<file path="src/rtl/pcm_ram.sv">
// Generic single-write, single-read synchronous RAM with registered read data.
`default_nettype none

module pcm_ram #(
  parameter int unsigned WIDTH = 8,
  parameter int unsigned DEPTH = 16
) (
  input  wire logic                     clk,
  input  wire logic                     we,
  input  wire logic [$clog2(DEPTH)-1:0] waddr,
  input  wire logic [WIDTH-1:0]         wdata,
  input  wire logic [$clog2(DEPTH)-1:0] raddr,
  output logic      [WIDTH-1:0]         rdata
);

  logic [WIDTH-1:0] mem [DEPTH];

  // Write port
  always_ff @(posedge clk) begin
    if (we) begin
      mem[waddr] <= wdata;
    end
  end

  // Read port, registered read data
  always_ff @(posedge clk) begin
    rdata <= mem[raddr];
  end

endmodule

`default_nettype wire

</file>
<file path="config.mk">
export PLATFORM = sky130hd
export DESIGN_NAME = pcm_ram
export DESIGN_NICKNAME = d
export VERILOG_FILES = /design/src/rtl/pcm_ram.sv
export SDC_FILE = /design/constraint.sdc
export NUM_CORES = 1
export LEC_CHECK = 0
export BUFFER_PORTS_ARGS = -buffer_cell sky130_fd_sc_hd__clkbuf_2
export CAP_MARGIN = 20
export CORE_MARGIN = 5
export CORE_UTILIZATION = 46
export DETAILED_ROUTE_END_ITERATION = 7
export RECOVER_POWER = 25
export SETUP_SLACK_MARGIN = 0.3
export SYNTH_ARGS = -nofsm -noshare
export SYNTH_HDL_FRONTEND = slang
export SYNTH_SLANG_ARGS = --single-unit
</file>
<file path="constraint.sdc">
create_clock -name clk -period 2.35 [get_ports clk]
set_input_delay 0.235 -clock clk [delete_from_list [all_inputs] [get_ports clk]]
set_output_delay 0.235 -clock clk [all_outputs]
set_load 0.01 [all_outputs]
</file>
==> impl_results.md <==
* Outcome: finished clean
* Routed Antenna Nets at 0
* Tot Pwr at 5230 µW
* Root Buffer: clkbuf_8
* Fillers at 816
* Reg area at 4000 µm²
* Cell row count at 38
* Hold Path End: mem[2][4]$_DFFE_PP_
* Least-Margin Pin Slew at 0.724 ns
* ANT cells at 0
* Max Freq at 757 MHz
* TritonRoute pass-1 iters at 4
* Max cap viols at 0
* Count leader, synth: edfxtp_1
* Via Count at 2370
* CTS resizes at 0
* Yosys reg bits at 136
* Critical path class: reg -> reg
* Area of the multi-input gates at 1060 µm²
* R2R depth at 3
* Cell variety after synth at 19
* Max stage delay on crit path at about 0.47 ns
* # DRC at 0
* Initial core utilization at 0.473
* Pin count of the biggest net entering global routing at 33
* Post-synth top area share at 0.747
* Routability cong. at 0.718
* Crit share post-route at 0.562
* Via density at 5.45
* RSZ-0062 raised after global routing: no
* Synthesized area at 5150 µm²
* Post-DR wirelength/cell at around 21 µm
* Vias in the first global route at 2492
* Minimum clock period at around 1.3 ns
* Critical path cell sequence: mux4_2 > a22oi_1 > nand2_1
* Worst Hold Depth at 1
* Flop-to-flop setup slack at 1.03 ns
* Die X at 116 µm
* Worst-Skew Late Latency at between 0.5 and 0.6 ns
* Initial antenna violation count at 0
* Share of cells above drive strength 1 at 0.288
* Pins over their slew limit at 0
* CP Capture Type: register
* CTS clk-pin slew, worst paths at 0.05 ns
* TritonCTS clock tree: built
* # hold bufs at CTS at 0
* Cts bufs inserted at 17
* Hold Vio Cnt, Final at 0
* Arrival @ worst endpoint at 1.70 ns
* FF-to-FF End: rdata[0]$_DFF_P_
* DRT iter0 DRCs at 217
* Final Cell Area at 6030 µm²
* Placement-stage cell area at 5530 µm²
* Top post-synthesis cells by area: edfxtp_1 75%, mux4_2 7.9%, mux4_1 7.1%
* Grt ovf at 0
* H-tree lvl count at 4
* Worst slew margin at 0.516
* Pwr per Cell Area at 867 nW/µm²
* Hold Crit Class: in -> reg
* Die Footprint at about 13000 µm²
* Setup violations, final at 0
* Top FF cell, synth: edfxtp_1
* I/O pin total at 26
* Worst r2r src: mem[11][0]$_DFFE_PP_
* Core area at approximately 11000 µm²
* WP data required at ~2.7 ns
* Cells after Synth at 229
* Synth area leader: edfxtp_1
* Number of I/O port buffers at 25
* Post-DP HPWL at 6.08 mm
* Critical-path top delay cell: mux4_2
* # clock sinks at about 140
* Final-stage net count at 300
* Post-CTS Setup Bufs at 0
* Layout area overhead at 17.2%
* WL final at around 9.2 mm
* Mean post-synth cell area at approximately 22 µm²
* Total negative slack at 0 ns
* Commonest cells in the netlist: 128 x edfxtp_1, 18 x mux4_2, 16 x a22oi_1
* First-pass GRT wire length at 14.6 mm
* Peak supply drop at 0.347 mV
* Bufs and invs on worst path at 0
* CP Launch Type: register
* Total GRT Usage at 0.155
* Clock skew at 0.00755 ns
* Post-synth ARST share at 0
* CTS Buffer Depth at 2
* Crit Path Max Fanout at 1
* Sequential fraction of the synthesis area at 0.778
* Post-synth EDFFs at between 100 and 150
* Warnings from Yosys at 0
* Critical path's top delay family: multiplexers
* Post-Syn Nets at between 200 and 250
* Die H at approximately 120 µm
* Min-delay src: wdata[4]
* Leak at 0.00205 µW
kinds of logic (layout without fill, tap and decap cells):
kind of cell / count (synthesis) / count (layout) / share of synthesized area
AO/OA/AOI/OAI: 16 / 16 / 0.0233
buffers and inverters: 10 / 76 / 0.0168
flip-flops: 136 / 136 / 0.778
multiplexers: 32 / 32 / 0.150
AND/OR/NAND/NOR: 35 / 35 / 0.0318
metal layers:
layer,routed length (µm),GRT usage
met5,0,0
met4,65,0.0696
met3,436,0.0386
met2,4680,0.237
met1,4040,0.212
worst max-delay path by stage:
stage,cells after the start,endpoint,slack [ns],start
floorplan,2,mem[0][0]$_DFFE_PP_,0.62,waddr[2]
global placement,5,rdata[5]$_DFF_P_,0.66,raddr[0]
detailed placement,5,rdata[5]$_DFF_P_,0.66,raddr[0]
CTS,3,rdata[5]$_DFF_P_,1.02,mem[1][5]$_DFFE_PP_
global route,3,rdata[2]$_DFF_P_,0.96,mem[9][2]$_DFFE_PP_
finish,3,rdata[0]$_DFF_P_,1.03,mem[11][0]$_DFFE_PP_
state kept, by name (all words and copies together), names as in the netlist:
name,cells
mem,128
rdata,8
cells in the final DEF, fill, tap and decap left out:
| master | n |
|---|---|
| dfxtp_1 | 8 |
| nor3_1 | 4 |
| bufinv_16 | 1 |
| nand3_1 | 1 |
| mux4_2 | 18 |
| buf_12 | 2 |
| and2_1 | 1 |
| nand2_1 | 9 |
| edfxtp_1 | 128 |
| clkbuf_8 | 1 |
| and2b_1 | 1 |
| clkinv_1 | 4 |
| a22oi_1 | 16 |
| clkbuf_16 | 16 |
| nand3b_1 | 2 |
| buf_4 | 17 |
| clkbuf_1 | 6 |
| clkinv_2 | 9 |
| nor2_1 | 13 |
| clkbuf_2 | 20 |
| nor2b_1 | 1 |
| nand2b_1 | 2 |
| or3b_2 | 1 |
| mux4_1 | 14 |
cell type report:
cell class / count / share of cell area
Sequential cell: 136 / 0.664
Multi-Input combinational cell: 83 / 0.175
Clock inverter: 14 / 0.0149
Clock buffer: 18 / 0.0693
Tap cell: 140 / 0.0290
Timing Repair Buffer: 44 / 0.0475
per-stage QoR:
| stage | util | setup slack, ns | hold slack [ns] | std cells |
|---|---|---|---|---|
| after detailed placement | 0.508 | 0.655 | 0.625 | 403 |
| after CTS | 0.554 | 1.02 | 0.146 | 435 |
| final | 0.554 | 1.03 | 0.181 | 435 |
| after global placement | 0.508 | 0.664 | 0.625 | 403 |
| after global routing | 0.554 | 0.959 | 0.188 | 435 |
| after floorplan | - | 0.622 | 0.334 | 229 |
report_power, final:
group / leakage, µW / switching, µW / internal, µW / total (µW)
combinational: 0.000569 / 142 / 107 / 249
clock: 0.000261 / 886 / 1360 / 2250
sequential: 0.00122 / 15.9 / 2710 / 2730
No activity file was read; power rests on OpenSTA's default activity.
