## src/rtl/pcm_div.sv

```systemverilog
// Signed divide by a constant through reciprocal multiplication, truncating toward zero.
`default_nettype none

module pcm_div #(
  parameter int unsigned DIVISOR = 37,
  parameter int unsigned W       = 32
) (
  input  wire logic                clk,
  input  wire logic                rst,
  input  wire logic                start,
  input  wire logic signed [W-1:0] dividend,
  output logic                     done,
  output logic signed [W-1:0]      quotient
);

  // Reciprocal scaled so that every magnitude up to 2**(W-1) divides exactly
  localparam int unsigned     SH    = (W - 1) + $clog2(DIVISOR);
  localparam longint unsigned RECIP = ((64'd1 << SH) + 64'(DIVISOR) - 64'd1) / 64'(DIVISOR);
  localparam logic [W-1:0]    MUL   = W'(RECIP);

  logic           s1;      // magnitude registered
  logic           s2;      // product registered
  logic           neg;
  logic [W-1:0]   mag;
  logic [2*W-1:0] prod;
  logic [W-1:0]   qmag;

  // Stage valid bits; done follows start through s1 and then s2
  always_ff @(posedge clk) begin
    if (rst) begin
      s1 <= 1'b0;
      s2 <= 1'b0;
    end else begin
      s1 <= start;
      s2 <= s1;
    end
  end

  // Sign and magnitude, then the reciprocal product
  always_ff @(posedge clk) begin
    if (start) begin
      neg <= dividend[W-1];
      mag <= dividend[W-1] ? W'(-dividend) : W'(dividend);
    end
    if (s1) begin
      prod <= (2*W)'(mag) * (2*W)'(MUL);
    end
  end

  assign qmag     = W'(prod >> SH);
  assign done     = s2;
  assign quotient = neg ? -$signed(qmag) : $signed(qmag);

endmodule

`default_nettype wire
```

## config.mk

```make
export PLATFORM = sky130hd
export DESIGN_NAME = pcm_div
export DESIGN_NICKNAME = d
export VERILOG_FILES = /design/src/rtl/pcm_div.sv
export SDC_FILE = /design/constraint.sdc
export NUM_CORES = 1
export LEC_CHECK = 0
export BUFFER_PORTS_ARGS = -buffer_cell sky130_fd_sc_hd__buf_4
export CORE_MARGIN = 2
export CORE_UTILIZATION = 45
export CTS_CLUSTER_SIZE = 16
export DETAILED_ROUTE_END_ITERATION = 6
export PLACE_DENSITY = 0.7
export SETUP_SLACK_MARGIN = 0.4
export SLEW_MARGIN = 5
export SYNTH_ARGS = -nofsm -noshare
export SYNTH_HDL_FRONTEND = slang
export SYNTH_SLANG_ARGS = --single-unit
```

## constraint.sdc

```tcl
create_clock -name clk -period 16.55 [get_ports clk]
set_input_delay 3.31 -clock clk [delete_from_list [all_inputs] [get_ports clk]]
set_output_delay 3.31 -clock clk [all_outputs]
set_load 0.01 [all_outputs]
```

==> summary.md <==
| Metric | Value |
|---|---|
| Outcome | `finished clean` |
| Vias in the first global route | `15671` |
| Yosys top cell by area | `fa_1` |
| Routed len/inst | `21.51 microns` |
| Post-synthesis register bit count | `62` |
| IO Pins | `68` |
| Final min period | `8.325 ns` |
| Critical path arrival | `8.44 ns` |
| First-pass GRT wire length | `90.25 mm` |
| Core footprint | `46460 sq um` |
| Global route overflow | `0` |
| Net count after synthesis | `2916` |
| Largest net degree at the start of global routing | `35` |
| R2r worst-path depth | `22` |
| Setup repair bufs after CTS | `0` |
| Fin Setup TNS | `0 ns` |
| Post-Syn Instances | `2051` |
| WHS | `1.033 ns` |
| Root buf cell | `clkbuf_16` |
| Worst Tran Pin Value | `1.152 ns` |
| Post-synth EDFFs | `60` |
| Vias | `14429` |
| Critical Path Fanout Max | `12` |
| Worst-path clk slew | `0.05 ns` |
| Antenna diode count | `0` |
| CP Launch Type | `flip-flop` |
| CP required | `16.66 ns` |
| Yosys top cell area share | `40.50%` |
| Total Routing Usage GR | `24.53%` |
| Fin nets | `2981` |
| Yosys warning count | `0` |
| Async SR Flop Fraction | `0%` |
| Sinks on Clock Net | `62` |
| Row count | `79` |
| Drt drc | `0` |
| Max Cap Violations | `0` |
| Synth Area per Inst | `10.31 sq um` |
| Total Wirelength | `58.68 mm` |
| Period utilization | `50.30%` |
| CTS Buf Count | `9` |
| Post-DRT Antenna Nets | `0` |
| Synth cell types | `60` |
| Die height | `220.8 microns` |
| Place WS | `8.318 ns` |
| Synth area leaders | `fa_1 41%, ha_1 24%, inv_1 11%` |
| Starting density of the core | `45.54%` |
| Synthesized area | `21160 sq um` |
| Most used DFF post-synth | `edfxtp_1` |
| Clock Path Buffers | `2` |
| Area Growth Syn to Fin | `7.221%` |
| Die Width | `220.8 microns` |
| Critical Path End Type | `flip-flop` |
| Fillers | `4313` |
| Clk_lat worst skew | `0.38 ns` |
| Setup Skew | `0.01736 ns` |
| Hold Crit Class | `reg2reg` |
| Final WS setup | `8.225 ns` |
| Post-DP HPWL | `53.41 mm` |
| I/O Buffers | `67` |
| Final setup viols | `0` |
| Initial antenna violation count | `0` |
| Critical path type | `reg2reg` |
| GPL Wtd Cong | `1.005` |
| Hold Vio Cnt, Final | `0` |
| Layout cells sized above 1 | `4.762%` |
| Htree depth | `3` |
| Total Die Area | `48760 sq um` |
| Most common cell after layout, fill and taps aside | `inv_1` |
| RSZ-0062 raised after global routing | `no` |
| DR pass1 iterations | `5` |
| Max Clk Rate | `120.1 MHz` |
| Vias per cell | `5.289` |
| Initial DRC count | `821` |
| Most frequent cells in the layout | `617 x inv_1, 428 x fa_1, 402 x ha_1` |
| Relative slew slack | `21.21%` |
| CTS Hold Bufs | `0` |
| CTS tree | `built` |
| Post-CTS sizing | `0` |
| Final core utilization | `48.83%` |
| Slew Viols, Final | `0` |
| Depth of the worst hold-timing path | `0` |
| Sequential area share after synthesis | `8.706%` |
worst max-delay path, cell delays in order, from the launching register on:
cell	delay (ns)
edfxtp_1	0.83
fa_1	0.57
xor2_1	0.19
ha_1	0.20
a21oi_1	0.17
fa_1	0.47
fa_1	0.50
fa_1	0.55
inv_1	0.05
fa_1	0.38
fa_1	0.62
inv_1	0.08
fa_1	0.48
inv_1	0.04
ha_1	0.32
nand4_1	0.18
or2_0	0.25
a2111oi_0	0.97
and3_1	0.31
nor2_1	0.09
o21ai_0	0.48
a31oi_1	0.18
xnor2_1	0.15
stage by stage:
step                instance area, sq um  std cells
finish                             22680       2728
global route                       22680       2728
CTS                                22680       2728
detailed placement                 22370       2712
global placement                   22370       2712
floorplan                          21160       2051
sequential cells by signal, indices dropped and copies added, names as in the netlist:
| signal | count |
|---|---|
| s1 | 1 |
| mag | 32 |
| prod | 27 |
| neg | 1 |
| done | 1 |
cells by family (layout without fill, tap and decap cells):
group / count (synthesis) / in the layout / synth area share, %
AO/OA/AOI/OAI: 240 / 240 / 7.257
XOR/XNOR: 97 / 97 / 4.016
adder cells (fa/ha/maj): 830 / 830 / 64.28
buffers and inverters: 631 / 701 / 11.21
flip-flops: 62 / 62 / 8.706
AND/OR/NAND/NOR: 191 / 191 / 4.530
path summary, 6_finish.rpt:
path                             start  endpoint  slack, ns
worst min-delay path                s1  prod[40]       1.03
worst max register to register  mag[8]  prod[60]       8.23
worst max-delay path            mag[8]  prod[60]       8.23
worst min register to register      s1  prod[40]       1.03
synth_stat cells (7+ instances only):
| master | number |
|---|---|
| or3_1 | 7 |
| xnor2_1 | 73 |
| nand4_1 | 14 |
| inv_1 | 617 |
| o21bai_1 | 21 |
| o21ai_0 | 45 |
| fa_1 | 428 |
| ha_1 | 402 |
| or4_1 | 8 |
| nor3_1 | 12 |
| a21o_1 | 24 |
| o31ai_1 | 16 |
| nor2_1 | 39 |
| clkbuf_1 | 12 |
| edfxtp_1 | 60 |
| xor2_1 | 24 |
| nand3_1 | 10 |
| nand2_1 | 66 |
| a21oi_1 | 85 |
final cells by class:
class | count | area, sq um | share of cell area (%)
clock inverters | 3 | 42.54 | 0.1875
multi-input cells | 1358 | 16940 | 74.69
well taps | 607 | 759.5 | 3.348
flip-flops and latches | 62 | 1842 | 8.120
clock buffers | 13 | 270.3 | 1.191
inverters | 617 | 2316 | 10.21
repair buffers | 68 | 510.5 | 2.251
layer usage:
metal	wire length [microns]	vias to the layer above	track usage [%]	part of all wire [%]
met2	28710	363	41.10	49
met4	1596	0	7.447	2.7
met5	0	-	0	0
met1	25340	7426	33.05	43
li1	-	6569	-	-
met3	3028	71	3.519	5.2
Power is left out: the tool's default activity adds up to more than one toggle a clock period on the data nets, which glitch-free logic cannot reach.
